$ cat config.mk
export PLATFORM = sky130hd
export DESIGN_NAME = frame_slot_cache_policy_flat
export DESIGN_NICKNAME = d
export VERILOG_FILES = /design/src/rtl/fscp_pkg.sv /design/src/rtl/fscp_if.sv /design/src/rtl/fscp_ctrl.sv /design/src/rtl/fscp_dp.sv /design/src/rtl/frame_slot_cache_policy.sv /design/src/flat_wrapper.sv
export SDC_FILE = /design/constraint.sdc
export NUM_CORES = 2
export LEC_CHECK = 0
export BUFFER_PORTS_ARGS = -buffer_cell sky130_fd_sc_hd__buf_2
export CAP_MARGIN = 40
export CORE_ASPECT_RATIO = 0.5
export CORE_MARGIN = 4
export CORE_UTILIZATION = 60
export DETAILED_ROUTE_END_ITERATION = 10
export GPL_ROUTABILITY_DRIVEN = 0
export PLACE_DENSITY = 0.8
export RECOVER_POWER = 50
export SYNTH_ARGS = -nofsm -noshare
export SYNTH_HDL_FRONTEND = slang
export SYNTH_HIERARCHICAL = 1
export SYNTH_SLANG_ARGS = --single-unit
$ cat constraint.sdc
create_clock -name clk_i -period 7.8 [get_ports clk_i]
set_input_delay 1.17 -clock clk_i [delete_from_list [all_inputs] [get_ports clk_i]]
set_output_delay 1.17 -clock clk_i [all_outputs]
set_load 0.05 [all_outputs]
$ cat src/rtl/fscp_pkg.sv
// fscp_pkg: shared types and constants for the frame slot cache policy.
// Used by the channel interfaces, the controller and the datapath.
package fscp_pkg;

  // Field widths of the channel words
  localparam int unsigned OP_FIELD_W    = 1;
  localparam int unsigned ANIM_FIELD_W  = 12;
  localparam int unsigned FRAME_FIELD_W = 16;
  localparam int unsigned SLOT_FIELD_W  = 5;

  // Request operation codes
  typedef enum logic [OP_FIELD_W-1:0] {
    OP_LOOKUP = 1'b0,
    OP_CLEAR  = 1'b1
  } fscp_op_e;

  // Controller states
  typedef enum logic {
    S_IDLE = 1'b0,
    S_EXEC = 1'b1
  } fscp_state_e;

  // Commands from controller to datapath
  typedef struct packed {
    logic capture;  // latch request word and its compare results
    logic commit;   // apply the update and load the result register
  } fscp_cmd_t;

endpackage

$ cat src/rtl/fscp_if.sv
// fscp_if: valid/ready channels for request and result words.
// Depends on fscp_pkg for field widths.
interface fscp_req_if;
  logic                                   valid;
  logic                                   ready;
  logic [fscp_pkg::OP_FIELD_W-1:0]        opcode;
  logic [fscp_pkg::ANIM_FIELD_W-1:0]      anim_id;
  logic [fscp_pkg::FRAME_FIELD_W-1:0]     frame_id;

  modport source (output valid, output opcode, output anim_id, output frame_id, input ready);
  modport sink   (input valid, input opcode, input anim_id, input frame_id, output ready);
endinterface

interface fscp_rsp_if;
  logic                                   valid;
  logic                                   ready;
  logic [fscp_pkg::SLOT_FIELD_W-1:0]      slot;
  logic                                   hit;
  logic                                   needs_fill;
  logic                                   full_res;

  modport source (output valid, output slot, output hit, output needs_fill, output full_res,
                  input ready);
  modport sink   (input valid, input slot, input hit, input needs_fill, input full_res,
                  output ready);
endinterface

$ cat src/rtl/fscp_ctrl.sv
// fscp_ctrl: two-state controller that sequences capture and commit and
// owns the result valid flag. Depends on fscp_pkg.
module fscp_ctrl (
  input  logic                clk_i,
  input  logic                rst_ni,
  input  logic                in_valid_i,
  input  logic                out_ready_i,
  output logic                in_ready_o,
  output logic                out_valid_o,
  output fscp_pkg::fscp_cmd_t cmd_o
);

  fscp_pkg::fscp_state_e state_q, state_d;
  logic out_valid_q, out_valid_d;
  logic out_free;
  logic accept;

  // Result register can take a new word when empty or being drained
  assign out_free = !out_valid_q || out_ready_i;
  assign accept   = in_valid_i && (state_q == fscp_pkg::S_IDLE);

  // Next state
  always_comb begin
    state_d = state_q;
    unique case (state_q)
      fscp_pkg::S_IDLE: begin
        if (accept) state_d = fscp_pkg::S_EXEC;
      end
      fscp_pkg::S_EXEC: begin
        if (out_free) state_d = fscp_pkg::S_IDLE;
      end
      default: state_d = fscp_pkg::S_IDLE;
    endcase
  end

  // Outputs: commands and handshake
  always_comb begin
    in_ready_o    = 1'b0;
    cmd_o.capture = 1'b0;
    cmd_o.commit  = 1'b0;
    unique case (state_q)
      fscp_pkg::S_IDLE: begin
        in_ready_o    = 1'b1;
        cmd_o.capture = in_valid_i;
      end
      fscp_pkg::S_EXEC: begin
        cmd_o.commit = out_free;
      end
      default: begin
        in_ready_o = 1'b0;
      end
    endcase
  end

  // Hold valid until the word is taken; set it on commit
  always_comb begin
    out_valid_d = out_valid_q;
    if (cmd_o.commit) out_valid_d = 1'b1;
    else if (out_ready_i) out_valid_d = 1'b0;
  end

  always_ff @(posedge clk_i or negedge rst_ni) begin
    if (!rst_ni) begin
      state_q     <= fscp_pkg::S_IDLE;
      out_valid_q <= 1'b0;
    end else begin
      state_q     <= state_d;
      out_valid_q <= out_valid_d;
    end
  end

  assign out_valid_o = out_valid_q;

endmodule

$ cat src/rtl/fscp_dp.sv
// fscp_dp: tag store, in-use marks, victim pointer, parallel tag compare,
// circular free-slot search and result register. Depends on fscp_pkg.
module fscp_dp #(
  parameter int unsigned NUM_SLOTS  = 32,
  parameter int unsigned ANIM_BITS  = 12,
  parameter int unsigned FRAME_BITS = 16
) (
  input  logic                                clk_i,
  input  logic                                rst_ni,
  input  fscp_pkg::fscp_cmd_t                 cmd_i,
  input  logic [fscp_pkg::OP_FIELD_W-1:0]     opcode_i,
  input  logic [fscp_pkg::ANIM_FIELD_W-1:0]   anim_id_i,
  input  logic [fscp_pkg::FRAME_FIELD_W-1:0]  frame_id_i,
  output logic [fscp_pkg::SLOT_FIELD_W-1:0]   slot_o,
  output logic                                hit_o,
  output logic                                needs_fill_o,
  output logic                                full_res_o
);

  localparam int unsigned IDX_W = $clog2(NUM_SLOTS);
  localparam logic [IDX_W-1:0] LAST_IDX = IDX_W'(NUM_SLOTS - 1);

  // Slot state
  logic [ANIM_BITS-1:0]  tag_anim_q  [NUM_SLOTS];
  logic [FRAME_BITS-1:0] tag_frame_q [NUM_SLOTS];
  logic [NUM_SLOTS-1:0]  in_use_q, in_use_d;
  logic [IDX_W-1:0]      ptr_q, ptr_d;

  // Captured request and compare results
  logic [fscp_pkg::OP_FIELD_W-1:0] op_q;
  logic [ANIM_BITS-1:0]  anim_q, anim_d;
  logic [FRAME_BITS-1:0] frame_q, frame_d;
  logic [NUM_SLOTS-1:0]  match_q, match_d;
  logic [NUM_SLOTS-1:0]  free_hi_q, free_hi_d;
  logic [NUM_SLOTS-1:0]  free_all_q;

  // Result register
  logic [fscp_pkg::SLOT_FIELD_W-1:0] slot_q, slot_d;
  logic hit_q, hit_d, fill_q, fill_d, full_q, full_d;

  // Commit-side decode
  logic [NUM_SLOTS-1:0] match_lsb, hi_lsb, all_lsb;
  logic [IDX_W-1:0]     hit_idx, hi_idx, all_idx, victim_idx;
  logic                 tag_we;

  // Reduce request tags to the stored width and compare against every slot
  always_comb begin
    anim_d  = ANIM_BITS'(anim_id_i);
    frame_d = FRAME_BITS'(frame_id_i);
    for (int i = 0; i < NUM_SLOTS; i++) begin
      match_d[i]   = (tag_anim_q[i] == anim_d) && (tag_frame_q[i] == frame_d);
      free_hi_d[i] = !in_use_q[i] && (IDX_W'(i) >= ptr_q);
    end
  end

  // Isolate the lowest set bit of each candidate vector and encode it
  assign match_lsb = match_q & (~match_q + 1'b1);
  assign hi_lsb    = free_hi_q & (~free_hi_q + 1'b1);
  assign all_lsb   = free_all_q & (~free_all_q + 1'b1);

  always_comb begin
    hit_idx = '0;
    hi_idx  = '0;
    all_idx = '0;
    for (int i = 0; i < NUM_SLOTS; i++) begin
      hit_idx = hit_idx | ({IDX_W{match_lsb[i]}} & IDX_W'(i));
      hi_idx  = hi_idx  | ({IDX_W{hi_lsb[i]}}    & IDX_W'(i));
      all_idx = all_idx | ({IDX_W{all_lsb[i]}}   & IDX_W'(i));
    end
  end

  // Circular search: first free at or above the pointer, else wrap to lowest
  assign victim_idx = (|free_hi_q) ? hi_idx : all_idx;

  // Apply the operation and form the result word
  always_comb begin
    in_use_d = in_use_q;
    ptr_d    = ptr_q;
    tag_we   = 1'b0;
    slot_d   = slot_q;
    hit_d    = hit_q;
    fill_d   = fill_q;
    full_d   = full_q;
    if (cmd_i.commit) begin
      slot_d = '0;
      hit_d  = 1'b0;
      fill_d = 1'b0;
      full_d = 1'b0;
      priority if (op_q == fscp_pkg::OP_CLEAR) begin
        in_use_d = '0;
      end else if (|match_q) begin
        in_use_d[hit_idx] = 1'b1;
        slot_d            = fscp_pkg::SLOT_FIELD_W'(hit_idx);
        hit_d             = 1'b1;
      end else if (|free_all_q) begin
        in_use_d[victim_idx] = 1'b1;
        tag_we               = 1'b1;
        ptr_d                = (victim_idx == LAST_IDX) ? '0 : victim_idx + 1'b1;
        slot_d               = fscp_pkg::SLOT_FIELD_W'(victim_idx);
        fill_d               = 1'b1;
      end else begin
        full_d = 1'b1;
      end
    end
  end

  // Slot state registers; tags reset to zero
  always_ff @(posedge clk_i or negedge rst_ni) begin
    if (!rst_ni) begin
      in_use_q <= '0;
      ptr_q    <= '0;
      for (int i = 0; i < NUM_SLOTS; i++) begin
        tag_anim_q[i]  <= '0;
        tag_frame_q[i] <= '0;
      end
    end else begin
      in_use_q <= in_use_d;
      ptr_q    <= ptr_d;
      if (tag_we) begin
        tag_anim_q[victim_idx]  <= anim_q;
        tag_frame_q[victim_idx] <= frame_q;
      end
    end
  end

  // Capture the request word and its compare vectors
  always_ff @(posedge clk_i) begin
    if (cmd_i.capture) begin
      op_q       <= opcode_i;
      anim_q     <= anim_d;
      frame_q    <= frame_d;
      match_q    <= match_d;
      free_hi_q  <= free_hi_d;
      free_all_q <= ~in_use_q;
    end
  end

  // Result payload
  always_ff @(posedge clk_i) begin
    slot_q <= slot_d;
    hit_q  <= hit_d;
    fill_q <= fill_d;
    full_q <= full_d;
  end

  assign slot_o       = slot_q;
  assign hit_o        = hit_q;
  assign needs_fill_o = fill_q;
  assign full_res_o   = full_q;

endmodule

$ cat src/rtl/frame_slot_cache_policy.sv
// frame_slot_cache_policy: round-robin free-slot policy for a
// fully associative frame cache. A request word is captured when accepted
// and its result registered on commit (later while the result register waits).
// A new word is accepted only after the last one commits, in capture/commit sequence.
// Reset: tags zero, in-use marks clear, victim pointer zero; ready at once.
// Depends on fscp_pkg, fscp_req_if, fscp_rsp_if, fscp_ctrl and fscp_dp.
module frame_slot_cache_policy #(
  parameter int unsigned NUM_SLOTS  = 32,
  parameter int unsigned ANIM_BITS  = 12,
  parameter int unsigned FRAME_BITS = 16
) (
  input  logic       clk_i,
  input  logic       rst_ni,
  fscp_req_if.sink   in_i,
  fscp_rsp_if.source out_o
);

  fscp_pkg::fscp_cmd_t cmd;

  // Sequencing
  fscp_ctrl u_ctrl (
    .clk_i       (clk_i),
    .rst_ni      (rst_ni),
    .in_valid_i  (in_i.valid),
    .out_ready_i (out_o.ready),
    .in_ready_o  (in_i.ready),
    .out_valid_o (out_o.valid),
    .cmd_o       (cmd)
  );

  // Slot state and lookup logic
  fscp_dp #(
    .NUM_SLOTS  (NUM_SLOTS),
    .ANIM_BITS  (ANIM_BITS),
    .FRAME_BITS (FRAME_BITS)
  ) u_dp (
    .clk_i        (clk_i),
    .rst_ni       (rst_ni),
    .cmd_i        (cmd),
    .opcode_i     (in_i.opcode),
    .anim_id_i    (in_i.anim_id),
    .frame_id_i   (in_i.frame_id),
    .slot_o       (out_o.slot),
    .hit_o        (out_o.hit),
    .needs_fill_o (out_o.needs_fill),
    .full_res_o   (out_o.full_res)
  );

endmodule

$ cat src/flat_wrapper.sv
// flat-port wrapper written by rule: the top's interface ports become plain ports
module frame_slot_cache_policy_flat 
#(
  parameter int unsigned NUM_SLOTS  = 32,
  parameter int unsigned ANIM_BITS  = 12,
  parameter int unsigned FRAME_BITS = 16
)
  (clk_i, rst_ni, in_i_valid, in_i_opcode, in_i_anim_id, in_i_frame_id, in_i_ready, out_o_valid, out_o_slot, out_o_hit, out_o_needs_fill, out_o_full_res, out_o_ready);
  fscp_req_if in_i_i ();
  fscp_rsp_if out_o_i ();
  input  logic clk_i;
  input  logic rst_ni;
  input wire logic [$bits(in_i_i.valid)-1:0] in_i_valid;
  input wire logic [$bits(in_i_i.opcode)-1:0] in_i_opcode;
  input wire logic [$bits(in_i_i.anim_id)-1:0] in_i_anim_id;
  input wire logic [$bits(in_i_i.frame_id)-1:0] in_i_frame_id;
  output wire logic [$bits(in_i_i.ready)-1:0] in_i_ready;
  output wire logic [$bits(out_o_i.valid)-1:0] out_o_valid;
  output wire logic [$bits(out_o_i.slot)-1:0] out_o_slot;
  output wire logic [$bits(out_o_i.hit)-1:0] out_o_hit;
  output wire logic [$bits(out_o_i.needs_fill)-1:0] out_o_needs_fill;
  output wire logic [$bits(out_o_i.full_res)-1:0] out_o_full_res;
  input wire logic [$bits(out_o_i.ready)-1:0] out_o_ready;
  assign in_i_i.valid = in_i_valid;
  assign in_i_i.opcode = in_i_opcode;
  assign in_i_i.anim_id = in_i_anim_id;
  assign in_i_i.frame_id = in_i_frame_id;
  assign in_i_ready = in_i_i.ready;
  assign out_o_valid = out_o_i.valid;
  assign out_o_slot = out_o_i.slot;
  assign out_o_hit = out_o_i.hit;
  assign out_o_needs_fill = out_o_i.needs_fill;
  assign out_o_full_res = out_o_i.full_res;
  assign out_o_i.ready = out_o_ready;
  frame_slot_cache_policy #(.NUM_SLOTS(NUM_SLOTS), .ANIM_BITS(ANIM_BITS), .FRAME_BITS(FRAME_BITS)) u_core (.clk_i(clk_i), .rst_ni(rst_ni), .in_i(in_i_i), .out_o(out_o_i));
endmodule
==> flow_metrics.env <==
export IMPL_drt_iter0_markers=4876
export IMPL_global_route_overflow_total=0
export IMPL_path_cells="buf_2 > clkbuf_1 > buf_4 > xor2_1 > nor4_1 > nand4_1 > nor4_2"
export IMPL_antenna_violating_nets_post_route=0
export IMPL_synth_async_sr_flop_share_pct=87.6
export IMPL_htree_num_levels=3
export IMPL_timing_critical_path_from_type="primary input"
export IMPL_ys_dominant_reg_cell="sky130_fd_sc_hd__dfrtp_1"
export IMPL_ys_ff_latch=1067
export IMPL_drv_slew=1273
export IMPL_clock_skew_ps=36.5
export IMPL_post_synth_top_count_cell="sky130_fd_sc_hd__dfrtp_1"
export IMPL_setup_tns_ps=0
export IMPL_crit_path_slowest_cell="sky130_fd_sc_hd__clkbuf_1"
export IMPL_fin_cells=5252
export IMPL_report_final_hold_viol_count=0
export IMPL_synth_commonest_cells="935 x sky130_fd_sc_hd__dfrtp_1, 764 x sky130_fd_sc_hd__mux2_2, 512 x sky130_fd_sc_hd__xor2_1, 385 x sky130_fd_sc_hd__xnor2_1, 178 x sky130_fd_sc_hd__nor4_1"
export IMPL_area_share_of_the_leading_cell_type_in_the_synthesized_netlist_pct=44.9
export IMPL_outcome="complete, but fails checks"
export IMPL_post_route_drc_count=0
export IMPL_routed_wl_mm=158
export IMPL_tritoncts="done"
export IMPL_postSynthAreaPerCell_sq_um=12.9
export IMPL_final_period_minus_worst_setup_slack_ps=5470
export IMPL_cpLargestDelayFamily="buffers and inverters"
export IMPL_global_route_wire_length_before_repair_mm=232
export IMPL_worst_ir_drop_vdd_mv=0.171
export IMPL_floorplan_io_pins=43
export IMPL_cts_max_path_buffers=3
export IMPL_arrival_ps=5810
export IMPL_placed_cells=5071
export IMPL_synth_distinct_cells=83
export IMPL_synth_enable_flop_cells=132
export IMPL_timing_hold_worst_class="flop to flop"
export IMPL_p_per_area_nw_per_um2=204
export IMPL_route_detailed_wl_per_inst_um=30.1
export IMPL_clock_fmax_ghz=0.183
export IMPL_antenna_found_initial=13
export IMPL_warning_count_from_the_yosys_run=6
export IMPL_cpPeakStageDelay_ps=2450
export IMPL_worst_margin_slew_ps=4400
export IMPL_post_synthesis_sequential_area_ratio_pct=52.6
export IMPL_cts_buffers_inserted=95
export IMPL_post_cts_repair_setup_buffers=0
export IMPL_clk_pin_slew_ps=60
export IMPL_cp_data_required_time_ps=8140
export IMPL_fp_dieW_um=425
export IMPL_setup_worst_path_class="primary input to flop"
export IMPL_timing_critical_path_buf_inv=3
export IMPL_syn_cell_area_sq_um=52100
export IMPL_routed_via_density=6.60
export IMPL_layout_filler_cells=6077
export IMPL_final_setup_viol_count=0
export IMPL_max_slew_margin_pct=-194
export IMPL_finalNetCount=4039
export IMPL_rows=76
export IMPL_areaGrowthSynthToFinish_pct=9.02
export IMPL_cellLeakagePower_nw=26.3
export IMPL_track_usage_pct=34.4
export IMPL_clockRootBuffer="sky130_fd_sc_hd__clkbuf_16"
export IMPL_post_cts_resized=0
export IMPL_worst_skew_pair_late_latency_ps=700
export IMPL_failed_checks="capacitance limit, slew limit"
export IMPL_die_height_um=216
export IMPL_cts_num_sinks=1067
export IMPL_timing_critical_path_fanout_max=23
export IMPL_grt_pass1_vias=34500
export IMPL_floorplan_initialDensity_pct=60.5
export IMPL_vias=34700
export IMPL_die_area_sq_um=91800
export IMPL_maxCapViolCount=36
export IMPL_layout_drive_gt1_share_pct=26.8
export IMPL_grt_setup_unrepaired="false"
export IMPL_syn_instance_count=4038
export IMPL_io_buffer_count=42
export IMPL_worst_setup_path_end_kind="flop"
export IMPL_netlist_top_cells_area="sky130_fd_sc_hd__dfrtp_1 45%, sky130_fd_sc_hd__mux2_2 17%, sky130_fd_sc_hd__xor2_1 8.6%"
export IMPL_mappedNetlistNets=4076
export IMPL_grt_max_degree=180
export IMPL_coreArea_sq_um=86100
export IMPL_post_route_period_util_pct=70.1
export IMPL_cell_accounting_for_the_most_synthesized_area="sky130_fd_sc_hd__dfrtp_1"
export IMPL_dp_hpwl_mm=92.6
export IMPL_hold_buffers=0
export IMPL_drt_first_pass_iters=6
[logic make-up after synthesis]
logic type | after synthesis | synth area share (%)
AO/OA/AOI/OAI | 208 | 2.68
AND/OR/NAND/NOR | 609 | 7.17
adder cells (fa/ha/maj) | 5 | 0.120
flip-flops | 1067 | 52.6
buffers and inverters | 353 | 2.94
XOR/XNOR | 897 | 15.1
multiplexers | 899 | 19.4
[path summary, 6_finish.rpt]
| kind | startpoint | endpoint | slack [ps] | cells past startpoint |
|---|---|---|---|---|
| setup / recovery | in_i_anim_id[7] | u_core/u_dp/match_q[9]$_DFFE_PP_ | 2330 | 7 |
| hold / removal | u_core/u_ctrl/state_q$_DFF_PN0_ | u_core/u_ctrl/out_valid_o$_DFFE_PN0P_ | 500 | 2 |
| setup reg to reg | u_core/u_dp/free_hi_q[1]$_DFFE_PP_ | u_core/u_dp/tag_anim_q[280]$_DFFE_PN0P_ | 2360 | 9 |
| hold reg to reg | u_core/u_ctrl/state_q$_DFF_PN0_ | u_core/u_ctrl/out_valid_o$_DFFE_PN0P_ | 500 | 2 |
| max in group asynchronous | rst_ni | u_core/u_dp/tag_frame_q[437]$_DFFE_PN0P_ | 2430 | 2 |
| min in group asynchronous | rst_ni | u_core/u_dp/tag_frame_q[0]$_DFFE_PN0P_ | 580 | 1 |
[layout by cell type (no fill, tap or decap), types with 10 or more instances in the layout]
cell,Yosys,layout
sky130_fd_sc_hd__a21oi_1,44,44
sky130_fd_sc_hd__a31oi_1,14,14
sky130_fd_sc_hd__and3_1,18,18
sky130_fd_sc_hd__buf_16,0,10
sky130_fd_sc_hd__buf_2,31,31
sky130_fd_sc_hd__buf_4,37,56
sky130_fd_sc_hd__clkbuf_1,134,74
sky130_fd_sc_hd__clkbuf_16,0,98
sky130_fd_sc_hd__clkbuf_8,0,29
sky130_fd_sc_hd__dfrtp_1,935,935
sky130_fd_sc_hd__edfxtp_1,132,132
sky130_fd_sc_hd__inv_1,58,58
sky130_fd_sc_hd__mux2_1,134,134
sky130_fd_sc_hd__mux2_2,764,764
sky130_fd_sc_hd__nand2_1,39,39
sky130_fd_sc_hd__nand3_1,26,26
sky130_fd_sc_hd__nand4_1,141,141
sky130_fd_sc_hd__nor2_1,65,65
sky130_fd_sc_hd__nor2_4,14,14
sky130_fd_sc_hd__nor3_1,31,31
sky130_fd_sc_hd__nor4_1,178,169
sky130_fd_sc_hd__nor4_2,3,12
sky130_fd_sc_hd__o21ai_0,54,54
sky130_fd_sc_hd__xnor2_1,385,385
sky130_fd_sc_hd__xor2_1,512,512
[final cells by class]
cell class	instances	area (sq um)	area share, %
antenna	3	7.51	0.0132
clock buffer	156	2960	5.22
clock inverter	19	270	0.476
inverter	59	221	0.390
multi-input combinational	2618	23200	40.9
sequential	1067	27400	48.2
tap	1170	1460	2.58
timing repair buffer	160	1250	2.20
[sequential cells by signal (all words and copies together), names as in the netlist]
signal,flops
u_core/u_dp/anim_q,12
u_core/u_dp/ptr_q,5
u_core/u_ctrl/out_valid_o,1
u_core/u_dp/full_res_o,1
u_core/u_ctrl/state_q,1
u_core/u_dp/match_q,32
u_core/u_dp/hit_o,1
u_core/u_dp/frame_q,16
u_core/u_dp/needs_fill_o,1
u_core/u_dp/tag_frame_q,512
u_core/u_dp/free_hi_q,31
u_core/u_dp/op_q,1
u_core/u_dp/tag_anim_q,384
u_core/u_dp/free_all_q,32
u_core/u_dp/slot_o,5
u_core/u_dp/in_use_q,32
[metrics by stage]
step / worst slack [ps] / instance area, sq um / power (mW) / hold slack, ps / util (%)
after detailed placement: 2610 / 53700 / 6.77 / 495 / 62.4
final: 2330 / 56800 / 11.6 / 503 / 66.0
after global routing: 1440 / 56800 / 11.9 / 522 / 65.9
after floorplan: 2950 / 52100 / 6.27 / 471 / -
after CTS: 2600 / 56900 / 11.6 / 510 / 66.2
after global placement: 2570 / 53200 / 6.73 / 487 / 61.8
[power by group]
part | switching (mW) | leakage [nW] | internal, mW
clock network | 2.12 | 1.59 | 2.79
logic | 0.718 | 10.6 | 0.216
registers | 0.0796 | 14.1 | 5.68
[worst reg2reg max path, stage by stage, from the launching register on]
cell	delay, ps
sky130_fd_sc_hd__edfxtp_1	410
sky130_fd_sc_hd__nor4_1	590
sky130_fd_sc_hd__nand4_1	560
sky130_fd_sc_hd__or4_1	670
sky130_fd_sc_hd__a21o_1	210
sky130_fd_sc_hd__o21ai_0	530
sky130_fd_sc_hd__ha_1	610
sky130_fd_sc_hd__nand3_1	510
sky130_fd_sc_hd__nor2_4	810
sky130_fd_sc_hd__mux2_2	440
[per-layer routing]
metal / GRT usage, % / share of wire, %
met5: 0 / 0.0082
met4: 14.7 / 5.0
met3: 9.10 / 12
met2: 52.0 / 44
met1: 47.3 / 39
Power figures use the tool's default switching activity.
